## config.mk

```make
export PLATFORM = sky130hd
export DESIGN_NAME = btpa_ctrl
export DESIGN_NICKNAME = d
export VERILOG_FILES = /design/src/hw/rtl/btpa_pkg.sv /design/src/hw/rtl/btpa_ctrl.sv
export SDC_FILE = /design/constraint.sdc
export NUM_CORES = 1
export LEC_CHECK = 0
export ABC_AREA = 0
export BUFFER_PORTS_ARGS = -buffer_cell sky130_fd_sc_hd__buf_2
export CORE_MARGIN = 5
export CORE_UTILIZATION = 35
export DETAILED_ROUTE_END_ITERATION = 10
export PLACE_DENSITY = 0.59
export SLEW_MARGIN = 20
export SYNTH_ARGS = -nofsm -noshare
export SYNTH_HDL_FRONTEND = slang
export SYNTH_SLANG_ARGS = --single-unit
```

## constraint.sdc

```tcl
create_clock -name clk -period 1.9 [get_ports clk]
set_input_delay 0 -clock clk [delete_from_list [all_inputs] [get_ports clk]]
set_output_delay 0 -clock clk [all_outputs]
set_load 0.01 [all_outputs]
```

## src/hw/rtl/btpa_pkg.sv

```systemverilog
package btpa_pkg;

  localparam logic [2:0] OP_ALLOC   = 3'd0;
  localparam logic [2:0] OP_FREE    = 3'd1;
  localparam logic [2:0] OP_REALLOC = 3'd2;
  localparam logic [2:0] OP_RESET   = 3'd3;
  localparam logic [2:0] OP_USED    = 3'd4;

  localparam logic [2:0] ST_OK      = 3'd0;
  localparam logic [2:0] ST_NOFIT   = 3'd1;
  localparam logic [2:0] ST_BADPTR  = 3'd2;
  localparam logic [2:0] ST_DBLFREE = 3'd3;
  localparam logic [2:0] ST_CORRUPT = 3'd4;
  localparam logic [2:0] ST_ZERO    = 3'd5;

  typedef enum logic [5:0] {
    C_NOP, C_LATCH, C_CLR, C_RI0, C_RI1, C_RI2,
    C_ALLOC_INIT, C_LIST_INIT, C_RD_CUR, C_RD_CURHDR, C_ADV, C_UNLINK,
    C_RD_HDR_CUR, C_BLK, C_BLK_USER,
    C_WR_HDR_RQ, C_WR_FTR_RQ, C_WR_REST_H, C_WR_REST_F, C_PUSH_REST,
    C_WR_HDR_BLK1, C_WR_FTR_BLK1, C_NP_CUR, C_SET_ADDR_NP, C_SET_ADDR_P,
    C_RD_HDR_P, C_WR_HDR_BLK, C_WR_FTR_BLK,
    C_RD_PREVFTR, C_PREV_TG, C_MERGE_PREV,
    C_RD_NXT, C_NXT_TG, C_MERGE_NXT, C_PUSH_HDR,
    C_COPY_INIT, C_RD_COPY, C_WR_COPY,
    C_SCAN_INIT, C_RD_POS, C_SCAN_STEP,
    C_ST_NOFIT, C_ST_BADPTR, C_ST_DBLFREE, C_ST_CORRUPT, C_ST_ZERO
  } dp_cmd_t;

  typedef struct packed {
    logic size_zero;
    logic p_zero;
    logic p_valid;
    logic cur_zero;
    logic cur_bad;
    logic cur_is_tg;
    logic fit;
    logic split_ok;
    logic h_alloc;
    logic f_bad;
    logic hdr_gt4;
    logic tag_free;
    logic nxt_in;
    logic grow_ok;
    logic in_place;
    logic st_zero;
    logic copy_done;
    logic scan_end;
    logic scan_stop;
    logic clr_last;
  } dp_stat_t;

  typedef enum logic [5:0] {
    S_IDLE, S_DISP, S_DONE,
    S_CLR, S_RI0, S_RI1, S_RI2,
    S_A0, S_FF0, S_FF1, S_FF2, S_FFBRK,
    S_AS0, S_AS1, S_AS2, S_AS3, S_AS4, S_AS5, S_AS6, S_AN2, S_AFIN, S_ARET,
    S_UL1, S_RM0, S_RM1, S_RM2,
    S_F0, S_FERR, S_F1, S_F2, S_F2B, S_F3, S_F4, S_F5, S_F6, S_F7, S_F8,
    S_F9, S_F10, S_F11,
    S_R0, S_R1, S_R2, S_R3, S_R4, S_R5, S_R6, S_R7, S_RMA, S_CP0, S_CP1, S_RFD,
    S_SC0, S_SC1
  } ctl_state_t;

endpackage

```

## src/hw/rtl/btpa_ctrl.sv

```systemverilog
module btpa_ctrl import btpa_pkg::*; (
  input  logic       clk,
  input  logic       rst_n,
  input  logic       start,
  input  logic [2:0] opcode,
  input  dp_stat_t   stat,
  output dp_cmd_t    cmd,
  output logic       busy,
  output logic       out_valid
);

  ctl_state_t state_r, state_nxt;
  ctl_state_t ret_ri_r, ret_ri_nxt, ret_ul_r, ret_ul_nxt;
  ctl_state_t ret_rm_r, ret_rm_nxt, ret_al_r, ret_al_nxt, ret_fr_r, ret_fr_nxt;
  logic [2:0] op_r, op_nxt;

  always_ff @(posedge clk) begin
    if (!rst_n) begin
      state_r  <= S_CLR;
      ret_ri_r <= S_IDLE;
      ret_ul_r <= S_IDLE;
      ret_rm_r <= S_IDLE;
      ret_al_r <= S_IDLE;
      ret_fr_r <= S_IDLE;
      op_r     <= OP_ALLOC;
    end else begin
      state_r  <= state_nxt;
      ret_ri_r <= ret_ri_nxt;
      ret_ul_r <= ret_ul_nxt;
      ret_rm_r <= ret_rm_nxt;
      ret_al_r <= ret_al_nxt;
      ret_fr_r <= ret_fr_nxt;
      op_r     <= op_nxt;
    end
  end

  always_comb begin
    state_nxt = state_r;
    ret_ri_nxt = ret_ri_r; ret_ul_nxt = ret_ul_r; ret_rm_nxt = ret_rm_r;
    ret_al_nxt = ret_al_r; ret_fr_nxt = ret_fr_r; op_nxt = op_r;
    cmd = C_NOP;
    unique case (state_r)
      S_IDLE: begin
        if (start) begin
          cmd = C_LATCH; op_nxt = opcode; state_nxt = S_DISP;
        end
      end
      S_DISP: begin
        unique case (op_r)
          OP_ALLOC:   begin ret_al_nxt = S_ARET; state_nxt = S_A0; end
          OP_FREE:    begin ret_fr_nxt = S_DONE; state_nxt = S_F0; end
          OP_REALLOC: state_nxt = S_R0;
          OP_RESET:   begin ret_ri_nxt = S_DONE; state_nxt = S_CLR; end
          OP_USED:    begin cmd = C_SCAN_INIT; state_nxt = S_SC0; end
          default:    state_nxt = S_DONE;
        endcase
      end
      S_DONE: state_nxt = S_IDLE;
      S_CLR: begin
        cmd = C_CLR;
        if (stat.clr_last) state_nxt = S_RI0;
      end
      S_RI0: begin cmd = C_RI0; state_nxt = S_RI1; end
      S_RI1: begin cmd = C_RI1; state_nxt = S_RI2; end
      S_RI2: begin cmd = C_RI2; state_nxt = ret_ri_r; end
      S_A0: begin
        if (stat.size_zero) begin
          cmd = C_ST_ZERO; state_nxt = ret_al_r;
        end else begin
          cmd = C_ALLOC_INIT; state_nxt = S_FF0;
        end
      end
      S_FF0: begin
        if (stat.cur_zero) begin
          cmd = C_ST_NOFIT; state_nxt = ret_al_r;
        end else if (stat.cur_bad) begin
          ret_ri_nxt = S_FFBRK; state_nxt = S_RI0;
        end else begin
          cmd = C_RD_CURHDR; state_nxt = S_FF1;
        end
      end
      S_FF1: begin
        cmd = C_RD_CUR;
        if (stat.fit) begin
          ret_ul_nxt = S_AS0; state_nxt = S_UL1;
        end else begin
          state_nxt = S_FF2;
        end
      end
      S_FF2: begin cmd = C_ADV; state_nxt = S_FF0; end
      S_FFBRK: begin cmd = C_ST_CORRUPT; state_nxt = ret_al_r; end
      S_AS0: begin cmd = C_RD_HDR_CUR; state_nxt = S_AS1; end
      S_AS1: begin cmd = C_BLK; state_nxt = S_AS2; end
      S_AS2: begin
        if (stat.split_ok) begin
          cmd = C_WR_HDR_RQ; state_nxt = S_AS3;
        end else begin
          cmd = C_WR_HDR_BLK1; state_nxt = S_AN2;
        end
      end
      S_AS3: begin cmd = C_WR_FTR_RQ; state_nxt = S_AS4; end
      S_AS4: begin cmd = C_WR_REST_H; state_nxt = S_AS5; end
      S_AS5: begin cmd = C_WR_REST_F; state_nxt = S_AS6; end
      S_AS6: begin cmd = C_PUSH_REST; state_nxt = S_AFIN; end
      S_AN2: begin cmd = C_WR_FTR_BLK1; state_nxt = S_AFIN; end
      S_AFIN: begin cmd = C_NP_CUR; state_nxt = ret_al_r; end
      S_ARET: begin cmd = C_SET_ADDR_NP; state_nxt = S_DONE; end
      S_UL1: begin cmd = C_UNLINK; state_nxt = ret_ul_r; end
      S_RM0: begin cmd = C_LIST_INIT; state_nxt = S_RM1; end
      S_RM1: begin
        if (stat.cur_zero) begin
          state_nxt = ret_rm_r;
        end else if (stat.cur_bad) begin
          ret_ri_nxt = ret_rm_r; state_nxt = S_RI0;
        end else if (stat.cur_is_tg) begin
          cmd = C_RD_CUR; ret_ul_nxt = ret_rm_r; state_nxt = S_UL1;
        end else begin
          cmd = C_RD_CUR; state_nxt = S_RM2;
        end
      end
      S_RM2: begin cmd = C_ADV; state_nxt = S_RM1; end
      S_F0: begin
        if (stat.p_zero) begin
          state_nxt = ret_fr_r;
        end else if (!stat.p_valid) begin
          cmd = C_ST_BADPTR; state_nxt = S_FERR;
        end else begin
          cmd = C_RD_HDR_P; state_nxt = S_F1;
        end
      end
      S_FERR: begin ret_ri_nxt = ret_fr_r; state_nxt = S_CLR; end
      S_F1: begin
        if (!stat.h_alloc) begin
          cmd = C_ST_DBLFREE; state_nxt = S_FERR;
        end else if (stat.f_bad) begin
          cmd = C_ST_CORRUPT; state_nxt = S_FERR;
        end else begin
          cmd = C_BLK; state_nxt = S_F2;
        end
      end
      S_F2:  begin cmd = C_WR_HDR_BLK; state_nxt = S_F2B; end
      S_F2B: begin cmd = C_WR_FTR_BLK; state_nxt = S_F3; end
      S_F3: begin
        if (stat.hdr_gt4) begin
          cmd = C_RD_PREVFTR; state_nxt = S_F4;
        end else begin
          state_nxt = S_F6;
        end
      end
      S_F4: begin
        if (stat.tag_free) begin
          cmd = C_PREV_TG; ret_rm_nxt = S_F5; state_nxt = S_RM0;
        end else begin
          state_nxt = S_F6;
        end
      end
      S_F5: begin cmd = C_MERGE_PREV; state_nxt = S_F6; end
      S_F6: begin
        if (stat.nxt_in) begin
          cmd = C_RD_NXT; state_nxt = S_F7;
        end else begin
          state_nxt = S_F9;
        end
      end
      S_F7: begin
        if (stat.tag_free) begin
          cmd = C_NXT_TG; ret_rm_nxt = S_F8; state_nxt = S_RM0;
        end else begin
          state_nxt = S_F9;
        end
      end
      S_F8:  begin cmd = C_MERGE_NXT; state_nxt = S_F9; end
      S_F9:  begin cmd = C_WR_HDR_BLK; state_nxt = S_F10; end
      S_F10: begin cmd = C_WR_FTR_BLK; state_nxt = S_F11; end
      S_F11: begin cmd = C_PUSH_HDR; state_nxt = ret_fr_r; end
      S_R0: begin
        if (stat.p_zero) begin
          ret_al_nxt = S_ARET; state_nxt = S_A0;
        end else if (stat.size_zero) begin
          ret_fr_nxt = S_DONE; state_nxt = S_F0;
        end else if (!stat.p_valid) begin
          cmd = C_ST_BADPTR; ret_ri_nxt = S_DONE; state_nxt = S_CLR;
        end else begin
          cmd = C_RD_HDR_P; state_nxt = S_R1;
        end
      end
      S_R1: begin cmd = C_BLK_USER; state_nxt = S_R2; end
      S_R2: begin
        if (stat.in_place) begin
          cmd = C_SET_ADDR_P; state_nxt = S_DONE;
        end else if (stat.nxt_in) begin
          cmd = C_RD_NXT; state_nxt = S_R3;
        end else begin
          ret_al_nxt = S_RMA; state_nxt = S_A0;
        end
      end
      S_R3: begin
        if (stat.grow_ok) begin
          cmd = C_NXT_TG; ret_rm_nxt = S_R4; state_nxt = S_RM0;
        end else begin
          ret_al_nxt = S_RMA; state_nxt = S_A0;
        end
      end
      S_R4: begin cmd = C_MERGE_NXT; state_nxt = S_R5; end
      S_R5: begin cmd = C_WR_HDR_BLK1; state_nxt = S_R6; end
      S_R6: begin cmd = C_WR_FTR_BLK1; state_nxt = S_R7; end
      S_R7: begin cmd = C_SET_ADDR_P; state_nxt = S_DONE; end
      S_RMA: begin
        if (!stat.st_zero) begin
          state_nxt = S_DONE;
        end else begin
          cmd = C_COPY_INIT; state_nxt = S_CP0;
        end
      end
      S_CP0: begin
        if (stat.copy_done) begin
          ret_fr_nxt = S_RFD; state_nxt = S_F0;
        end else begin
          cmd = C_RD_COPY; state_nxt = S_CP1;
        end
      end
      S_CP1: begin cmd = C_WR_COPY; state_nxt = S_CP0; end
      S_RFD: begin
        if (stat.st_zero) cmd = C_SET_ADDR_NP;
        state_nxt = S_DONE;
      end
      S_SC0: begin
        if (stat.scan_end) begin
          state_nxt = S_DONE;
        end else begin
          cmd = C_RD_POS; state_nxt = S_SC1;
        end
      end
      S_SC1: begin
        if (stat.scan_stop) begin
          state_nxt = S_DONE;
        end else begin
          cmd = C_SCAN_STEP; state_nxt = S_SC0;
        end
      end
      default: state_nxt = S_IDLE;
    endcase
  end

  assign busy      = (state_r != S_IDLE);
  assign out_valid = (state_r == S_DONE);

endmodule

```

# Word-level counts from Yosys, hierarchy flattened
# Index checks and enable logic that the tools add are counted.
dict set report totals {
  register_bits 39
  latch_bits 0
  mem_bits_rw 0
  romBits 0
  inputBits 26
  output_inout_bits 8
  wordCells 197
  mem_count 0
}
dict set report classes {
  add_sub_neg 0
  mul 0
  n_div 0
  order_cmp 0
  n_eq_ne 81
  shift 0
  n_mux 85
  n_bitwise 0
  reduce_logical 24
}
# operator count
set ops {}
lappend ops {{$mux 6} 57}
lappend ops {{$pmux 6 s48} 1}
lappend ops {{$pmux 6 s47} 1}
lappend ops {{$eq 6x6->1 const B} 22}
lappend ops {{$eq 6x5->1 const B} 16}
lappend ops {{$pmux 6 s5} 2}
lappend ops {{$eq 6x4->1 const B} 8}
lappend ops {{$ne 2x2->1 const B} 24}
lappend ops {{$mux 5} 9}
lappend ops {{$pmux 6 s3} 2}
lappend ops {{$eq 6x3->1 const B} 4}
lappend ops {{$pmux 6 s4} 1}
lappend ops {{$mux 4} 5}
lappend ops {{$reduce_or 2->1} 8}
lappend ops {{$eq 6x2->1 const B} 2}
lappend ops {{$mux 3} 4}
lappend ops {{$pmux 6 s2} 1}
lappend ops {{$reduce_and 5->1} 2}
lappend ops {{$reduce_and 9->1} 1}
lappend ops {{$eq 3x2->1 const B} 2}
lappend ops {{$eq 6x1->1 const B} 1}
lappend ops {{$logic_not 6->1} 1}
lappend ops {{$reduce_and 6->1} 1}
lappend ops {{$reduce_bool 3->1} 2}
lappend ops {{12 further kinds} 13}

# Logic depth before layout (Yosys ltp)
# Gate-level depths: netlist of run 1.
dict set report logic_depth {
  ltp_word 4
  depth_mapped 10
  mapped_depth_nobuf 6
}

# Worst setup path before layout of run 1
# Ideal clock, no wire load.
dict set report synth_path {
  path_kind {register to register}
  startpoint {register state_r[5]}
  endpoint {register state_r[1]}
  setup_ns 0.134
  arrival_ns 1.853
  t_required_ns 1.766
  path_slack_ns -0.088
  stages_incl_launch_ff 8
  path_buffers 1
  period_less_slack_ns 1.988
  cell_sequence {dfxtp_1 -> buf_4 -> and3b_1 -> o211ai_2 -> o311ai_1 -> a2111oi_2 -> nand3_1 -> or4b_1}
}
dict set report synth_between {
  elab_chain_cells 3
  elab_cells_between_ends 61
  classes_between {eq/ne (54); mux (1); reduce/logical (6)}
}
# item line_no
set synth_lines {}
lappend synth_lines {{start: declaration} btpa_ctrl.sv:12} ;# ctl_state_t state_r, state_nxt;
lappend synth_lines {{start signal: assignment} btpa_ctrl.sv:27} ;# state_r <= state_nxt;
lappend synth_lines {{$eq 6x6->1, or another cell as far along} btpa_ctrl.sv:42} ;# unique case (state_r)
lappend synth_lines {{$reduce_or 3->1 (no line), or another cell as far along} -}
lappend synth_lines {{$pmux 6 s48 or $reduce_and 2->1 (tied branches)} -}
# Parallel ways exist; a longest one is shown, timed or not.
# A chain may end at the register's enable or synchronous reset.

# Worst setup path after layout of run 1
# Same ends and word-level chain as after synthesis.

==> key figures, run 1 <==
Pwr
  – PD cells: 1020 nW/µm²
  – Peak VDD IR: 0.000496 V
  – Leakage: 2.48 nW
  – Final total power: 5.97 mW

STA
  – Worst-margin pin slew: 0.677 ns
  – Relative slew slack: 54.6%
  – Final setup fails: 21
  – Hold Violations, Final: 0
  – F_max: 452 MHz
  – Clk_skew: 0.00588 ns
  – Hold WS: 0.0675 ns
  – Final period utilization: 117%
  – Setup ws final: -0.314 ns
  – Final min period: 2.21 ns
  – RSZ-0062 raised after global routing: true
  – Max-slew violation count: 0

Clock network
  – CTS tree: yes
  – Clock sink total: 28
  – Worst skew pair latency: 0.28 ns
  – Max Root-Sink Buffers: 2
  – H-tree Lvls: 1
  – Cts bufs inserted: 3
  – Clock slew at reported path FFs: 0.11 ns
  – Clk Tree Root Cell: clkbuf_8

Cells and area
  – Layout area overhead: 84.5%
  – Finished Core Util: 66.7%
  – Final nets: 685
  – # diodes: 0
  – Post-Layout Inst Area: 5850 µm²
  – Share of cells above drive strength 1: 54.1%
  – # fillers: 725

Placement
  – Pre-CTS setup slack: -0.349 ns
  – IO buf count: 33
  – Final Wtd Congestion: 1.05
  – Detailed Place HPWL: 14500 µm
  – Dpl cell area: 4500 µm²

Logic synthesis
  – Cells after synthesis: 459
  – Post-synth EDFFs: 0
  – Sequential area share after synthesis: 17.7%
  – Avg Cell Area, Syn: 6.90 µm²
  – Syn nets: 485
  – Ys async rst share: 0%
  – Synth warn: 0
  – Commonest register cell after synthesis: dfxtp_1
  – Synthesized area: 3170 µm²
  – Number of synthesized register bits: 28
  – Distinct cells, synth: 72

Setup path
  – CP Data Required Time: 2.07 ns
  – Critical Path AT: 2.38 ns
  – Crit end category: register
  – CP Class: reg -> reg
  – Reg-to-reg startpoint: state_r[5]$_SDFFE_PN0P_
  – Worst Path Max Fanout: 7
  – Setup slack, reg-to-reg: -0.31 ns
  – FF-to-FF path depth: 9
  – Crit Reg-Reg Endpoint: state_r[1]$_SDFFE_PN1P_
  – CP startpoint kind: register

Min path
  – Hold Path Class: in -> reg
  – Worst hold path stage count: 3
  – Hold Crit Start: stat[3]
  – Hold Path End: ret_fr_r[4]$_SDFFE_PN0P_

Die
  – I/O pin total: 34
  – Core Area: 8760 µm²
  – Row count: 34
  – Die ar.: 11100 µm²
  – Die Y: 105 µm
  – Chip Width: 105 µm
  – Initial core utilization: 36.2%

Global routing
  – Vias in the first global route: 4719
  – Pin count of the biggest net entering global routing: 27
  – All-Layer GR Usage: 32.4%
  – Initial antenna violation count: 0
  – Overflow after GRT: 0
  – First-pass GRT wire length: 28200 µm

Routing
  – DRT Pass-1 Iters: 6
  – # DRC: 0
  – Average routed wire per standard cell: 25.7 µm
  – Routed wire length: 19700 µm
  – Iter 0 DRT Violations: 468
  – Final ANT Viol Nets: 0
  – Vias per inst: 6.46
  – DR vias: 4950

Outcome
  – Outcome: finished, violations left
  – Failing checks: negative setup slack

Flow run
  – Max cap viols: 0
-- metrics by stage --
| step | TNS (ns) | cells |
|---|---|---|
| after global placement | -4.34 | 710 |
| after CTS | -1.99 | 740 |
| after global routing | -4.27 | 766 |
| final | -2.84 | 766 |
| after floorplan | 0 | 459 |
| after detailed placement | -4.20 | 710 |
-- flip-flops by register name, summed over array words and instances, names as in the netlist --
register	cells
op_r	3
ret_al_r	3
ret_fr_r	2
ret_ri_r	6
ret_rm_r	4
ret_ul_r	4
state_r	6
-- worst max-delay path, cell delays in order (launching register included) --
cell and delay, ns:
dfxtp_4 0.40, buf_6 0.14, clkbuf_16 0.15, buf_4 0.13, nand3b_1 0.13, o22ai_1 0.11, a32oi_1 0.22, or2_2 0.17
nand4b_1 0.16, or4b_1 0.49
-- area by class of cell --
cell class / instances / area, µm² / area share [%]
multi-input cells: 383 / 3090 / 52.9
repair buffers: 235 / 1930 / 33.0
flip-flops and latches: 28 / 581 / 9.93
well taps: 108 / 135 / 2.31
clock buffers: 3 / 41.3 / 0.706
inverters: 8 / 37.5 / 0.642
clock inverters: 1 / 30.0 / 0.513
-- cells by family after synthesis --
group | Yosys count | synth area share, %
compound gates | 152 | 34.2
flops | 28 | 17.7
buf+inv | 48 | 6.91
xor+xnor | 5 | 1.38
mux | 10 | 3.16
simple gates | 216 | 36.7
-- where the power goes --
| part | switching, mW | internal (mW) |
|---|---|---|
| clock | 0.216 | 0.283 |
| combinational | 2.53 | 2.15 |
| sequential | 0.103 | 0.688 |
-- how the worst max path moves through the flow --
stage                                   end  slack, ns                    start
floorplan           state_r[1]$_SDFFE_PN1P_      0.006  state_r[5]$_SDFFE_PN0P_
global placement                     cmd[5]      -0.49  state_r[4]$_SDFFE_PN0P_
detailed placement                   cmd[5]      -0.35  state_r[2]$_SDFFE_PN0P_
CTS                                  cmd[5]      -0.20  state_r[4]$_SDFFE_PN0P_
global route        state_r[1]$_SDFFE_PN1P_      -0.35  state_r[5]$_SDFFE_PN0P_
finish              state_r[1]$_SDFFE_PN1P_      -0.31  state_r[5]$_SDFFE_PN0P_
-- repair_timing --
action	CTS	global route
endpoints found under the hold margin	3	0
pin swaps	29	33
hold buffers	3	0
gates cloned	0	3
buffers inserted	25	23
endpoints found under the setup margin	28	25
gates resized for setup	120	79
-- cell usage in the layout (no fill, tap or decap), types with 5 or more instances in the layout --
master and n:
buf_12 7, buf_2 34, or2_2 6, o21ai_1 5, a21oi_1 22, nor3_1 9
nand4_1 10, nand2b_4 5, dfxtp_4 5, nor2_1 26, o21ai_0 14, a21oi_2 7
nor2_2 5, nand2b_1 16, buf_4 159, dfxtp_1 22, nand3_1 24, nand2_1 28
nor3_4 6, buf_6 28, nand2_2 5, o22ai_1 10, inv_1 6, nor2_4 5
nor2b_1 17, a21boi_0 6, mux2i_1 9
-- per-layer routing --
metal | part of all wire [%] | wire length [µm] | global-route usage (%)
met1 | 38 | 7440 | 41.0
met4 | 7.6 | 1490 | 15.2
met3 | 10 | 2040 | 6.72
met5 | 0 | 0 | 0
met2 | 44 | 8690 | 52.7
-- synthesized netlist by cell type, types with 6 or more instances --
cell / count / area, µm²
o21ai_0: 22 / 110
a211oi_1: 7 / 52.6
nand4_1: 10 / 62.6
o22ai_1: 12 / 75.1
nand3_1: 28 / 140
dfxtp_1: 28 / 561
nand2_1: 37 / 139
nor3_1: 17 / 85.1
clkbuf_1: 17 / 63.8
buf_2: 16 / 80.1
nor2_1: 36 / 135
inv_1: 8 / 30.0
a21boi_0: 9 / 67.6
a21oi_1: 30 / 150
nor2b_1: 22 / 138
a31oi_1: 8 / 50.1
or3_1: 6 / 37.5
mux2i_1: 10 / 100
and2_1: 6 / 37.5
nand2b_1: 21 / 131
or2_2: 10 / 62.6
(Power assumes the default switching activity.)
==> inputs of run 2 (changes only) <==
--- a/config.mk
+++ b/config.mk
@@ -5,7 +5,7 @@
 export SDC_FILE = /design/constraint.sdc
 export NUM_CORES = 1
 export LEC_CHECK = 0
-export ABC_AREA = 0
+export ABC_AREA = 1
 export BUFFER_PORTS_ARGS = -buffer_cell sky130_fd_sc_hd__buf_2
 export CORE_MARGIN = 5
 export CORE_UTILIZATION = 35
==> run 2 against run 1 <==
First-iteration DRC count down 13%. Clock skew fell by 0.0020 ns. Maximum frequency up 14%. Combinational power decreased by 42%. The run ends with negative hold slack, negative setup slack left. Count of clock-buffer cells in the layout stayed put. Worst setup slack better by 0.27 ns. Via count down 8.5%. Utilization fell by 15 points. Highest routed layer unchanged. Final area down 23%. Critical endpoint is now cmd[4]. Sequential cell count stayed put. Synthesized cell count increased by 25%. Sequential power is 14% higher.
==> key figures, run 2 <==
Logic synthesis
  – Post-synthesis mux area share: 0%
  – Synthesized area: 3060 µm²
  – Adder-cell area share of the yosys netlist: 0%
  – Largest family of logic cells by synthesized area: simple AND/OR/NAND/NOR gates
  – Commonest cells in the netlist: 177 x nand2_1, 99 x nor2_1, 64 x nand3_1
  – Post-Synth Simple-Gate Area: 58.6%
  – Syn nets: 600
  – Post-synth EDFFs: 0
  – Ys async rst share: 0%
  – Area share of the largest cell type after synthesis: 21.7%
  – Number of synthesized register bits: 28
  – Avg Cell Area, Syn: 5.33 µm²
  – Cells after synthesis: 574
  – Count leader, synth: nand2_1
  – Commonest register cell after synthesis: dfxtp_1
  – Distinct cells, synth: 35
  – Synth top area cells: nand2_1 22%, dfxtp_1 18%, nor2_1 12%
  – Xor/xnor share of the synthesized area: 0%
  – Sequential area share after synthesis: 18.3%
  – Synth warn: 0
  – Synth area leader: nand2_1
  – Synth Area in Compound Gates: 11.8%

Clock network
  – Clock slew at reported path FFs: 0.10 ns
  – Clock sink total: 28
  – H-tree Lvls: 1
  – Cts bufs inserted: 3
  – Clk Tree Root Cell: clkbuf_8
  – Worst skew pair latency: 0.28 ns
  – CTS tree: yes
  – Max Root-Sink Buffers: 2

Pwr
  – Leakage: 2.41 nW
  – Sequential power share: 21.9%
  – Comb pwr share: 66.3%
  – PD cells: 916 nW/µm²
  – Sw power: 2.09 mW
  – Sw frac: 50.8%
  – Peak VDD IR: 0.000427 V
  – Clock power share: 11.8%
  – Final total power: 4.12 mW
  – Cell internal pwr: 2.03 mW

Routing
  – DR vias: 4529
  – Vias per inst: 5.67
  – # DRC: 0
  – Iter 0 DRT Violations: 405
  – Average routed wire per standard cell: 20.4 µm
  – DRT Pass-1 Iters: 5
  – Routed wire length: 16300 µm
  – Final ANT Viol Nets: 0

STA
  – RSZ-0062 raised after global routing: true
  – Hold WS: -0.00130 ns
  – Setup TNS: -0.135 ns
  – Worst-margin pin slew: 0.596 ns
  – Final min period: 1.95 ns
  – F_max: 513 MHz
  – Setup ws final: -0.0492 ns
  – Relative slew slack: 60.2%
  – Clk_skew: 0.00385 ns
  – Hold Violations, Final: 1
  – Max-slew violation count: 0
  – Final setup fails: 5
  – Final period utilization: 103%

Cells and area
  – Commonest non-fill, non-tap cells in the layout: 147 x nand2_1, 82 x nor2_1, 73 x buf_4, 56 x nand3_1, 55 x inv_1
  – Finished Core Util: 52.1%
  – Final nets: 718
  – Share of cells above drive strength 1: 34.2%
  – # diodes: 0
  – Largest regs: ret_ri_r: 6 flops, state_r: 6 flops
  – Commonest non-fill, non-tap cell in the layout: nand2_1
  – Post-Layout Inst Area: 4500 µm²
  – Layout area overhead: 46.9%

Global routing
  – Vias in the first global route: 4242
  – Initial antenna violation count: 0
  – First-pass GRT wire length: 24100 µm
  – Pin count of the biggest net entering global routing: 17
  – All-Layer GR Usage: 28.4%
  – Overflow after GRT: 0

Outcome
  – Outcome: finished, violations left
  – Failing checks: negative hold slack, negative setup slack

Die
  – Core Area: 8640 µm²
  – Row count: 34
  – I/O pin total: 34
  – Die Y: 104 µm
  – Chip Width: 104 µm
  – Die ar.: 10700 µm²
  – Initial core utilization: 35.5%

Placement
  – Dpl cell area: 3760 µm²
  – Pre-CTS setup slack: -0.123 ns
  – IO buf count: 33
  – Final Wtd Congestion: 1.10
  – Detailed Place HPWL: 13400 µm

Setup path
  – CP Data Required Time: 1.90 ns
  – CP startpoint kind: register
  – Crit end category: output port
  – Critical Path AT: 1.95 ns
  – Worst Path Max Fanout: 4
  – CP Class: reg -> out

Flow run
  – Max cap viols: 0

Min path
  – Hold Path Class: in -> reg
[run 2: power groups by stage]
stage / Clock (mW) / Combinational [mW] / Sequential, mW
after floorplan: 0 / 1.22 / 0.825
after global placement: 0 / 2.13 / 0.844
after detailed placement: 0 / 2.11 / 0.850
after CTS: 0.492 / 2.38 / 0.891
after global routing: 0.510 / 2.92 / 0.924
final: 0.486 / 2.73 / 0.905
[run 2: through the flow]
step | instances | hold WS [ns]
finish | 799 | -0.00130
detailed placement | 772 | 0.290
CTS | 783 | 0.00519
global route | 799 | 0.0343
floorplan | 574 | 0.138
global placement | 772 | 0.284
[run 2: worst paths after layout]
check,to,slack (ns),from,cells after the start
setup / recovery,cmd[4],-0.05,state_r[0]$_SDFFE_PN1P_,9
setup reg to reg,state_r[2]$_SDFFE_PN0P_,-0.01,state_r[1]$_SDFFE_PN1P_,12
hold reg to reg,ret_ri_r[5]$_SDFFE_PN0P_,0.47,ret_ri_r[5]$_SDFFE_PN0P_,2
hold / removal,op_r[0]$_SDFFE_PN0P_,-0.001,opcode[0],3
[run 2: final cells by class]
type                       instances  area, µm²
inverter                          70        280
multi-input combinational        470       2570
fill                             918       4140
sequential                        28        583
timing repair buffer             119        861
tap                              108        135
clock inverter                     1       30.0
clock buffer                       3       41.3
[run 2: cell families (layout without fill, tap and decap cells)]
logic type / Yosys count / in the layout
buffers and inverters: 76 / 193
DFF: 28 / 28
AOI/OAI and AO/OA: 66 / 66
and+or+nand+nor: 404 / 404
[run 2: layer usage]
layer	vias to the layer above	GRT usage, %	wire [µm]
li1	2115	-	-
met1	2058	36.9	6560
met2	277	45.3	7210
met3	79	4.17	1390
met4	0	15.1	1140
met5	-	0	0
[run 2: what timing repair did]
item | 4_1_cts | 5_1_grt
endpoints found under the setup margin | 26 | 20
gates resized for setup | 84 | 59
pin swaps | 10 | 25
setup buffers | 6 | 17
hold buffers | 1 | 0
cloned | 1 | 0
hold endpoints to repair | 1 | 0
[run 2: critical path, cell delays in order, from the launching register on]
cell	delay [ns]
dfxtp_4	0.41
inv_2	0.08
nand2_4	0.10
nor2_2	0.07
buf_6	0.13
nand3_4	0.09
nand4_1	0.26
nor4_2	0.29
nand2_1	0.08
buf_2	0.14
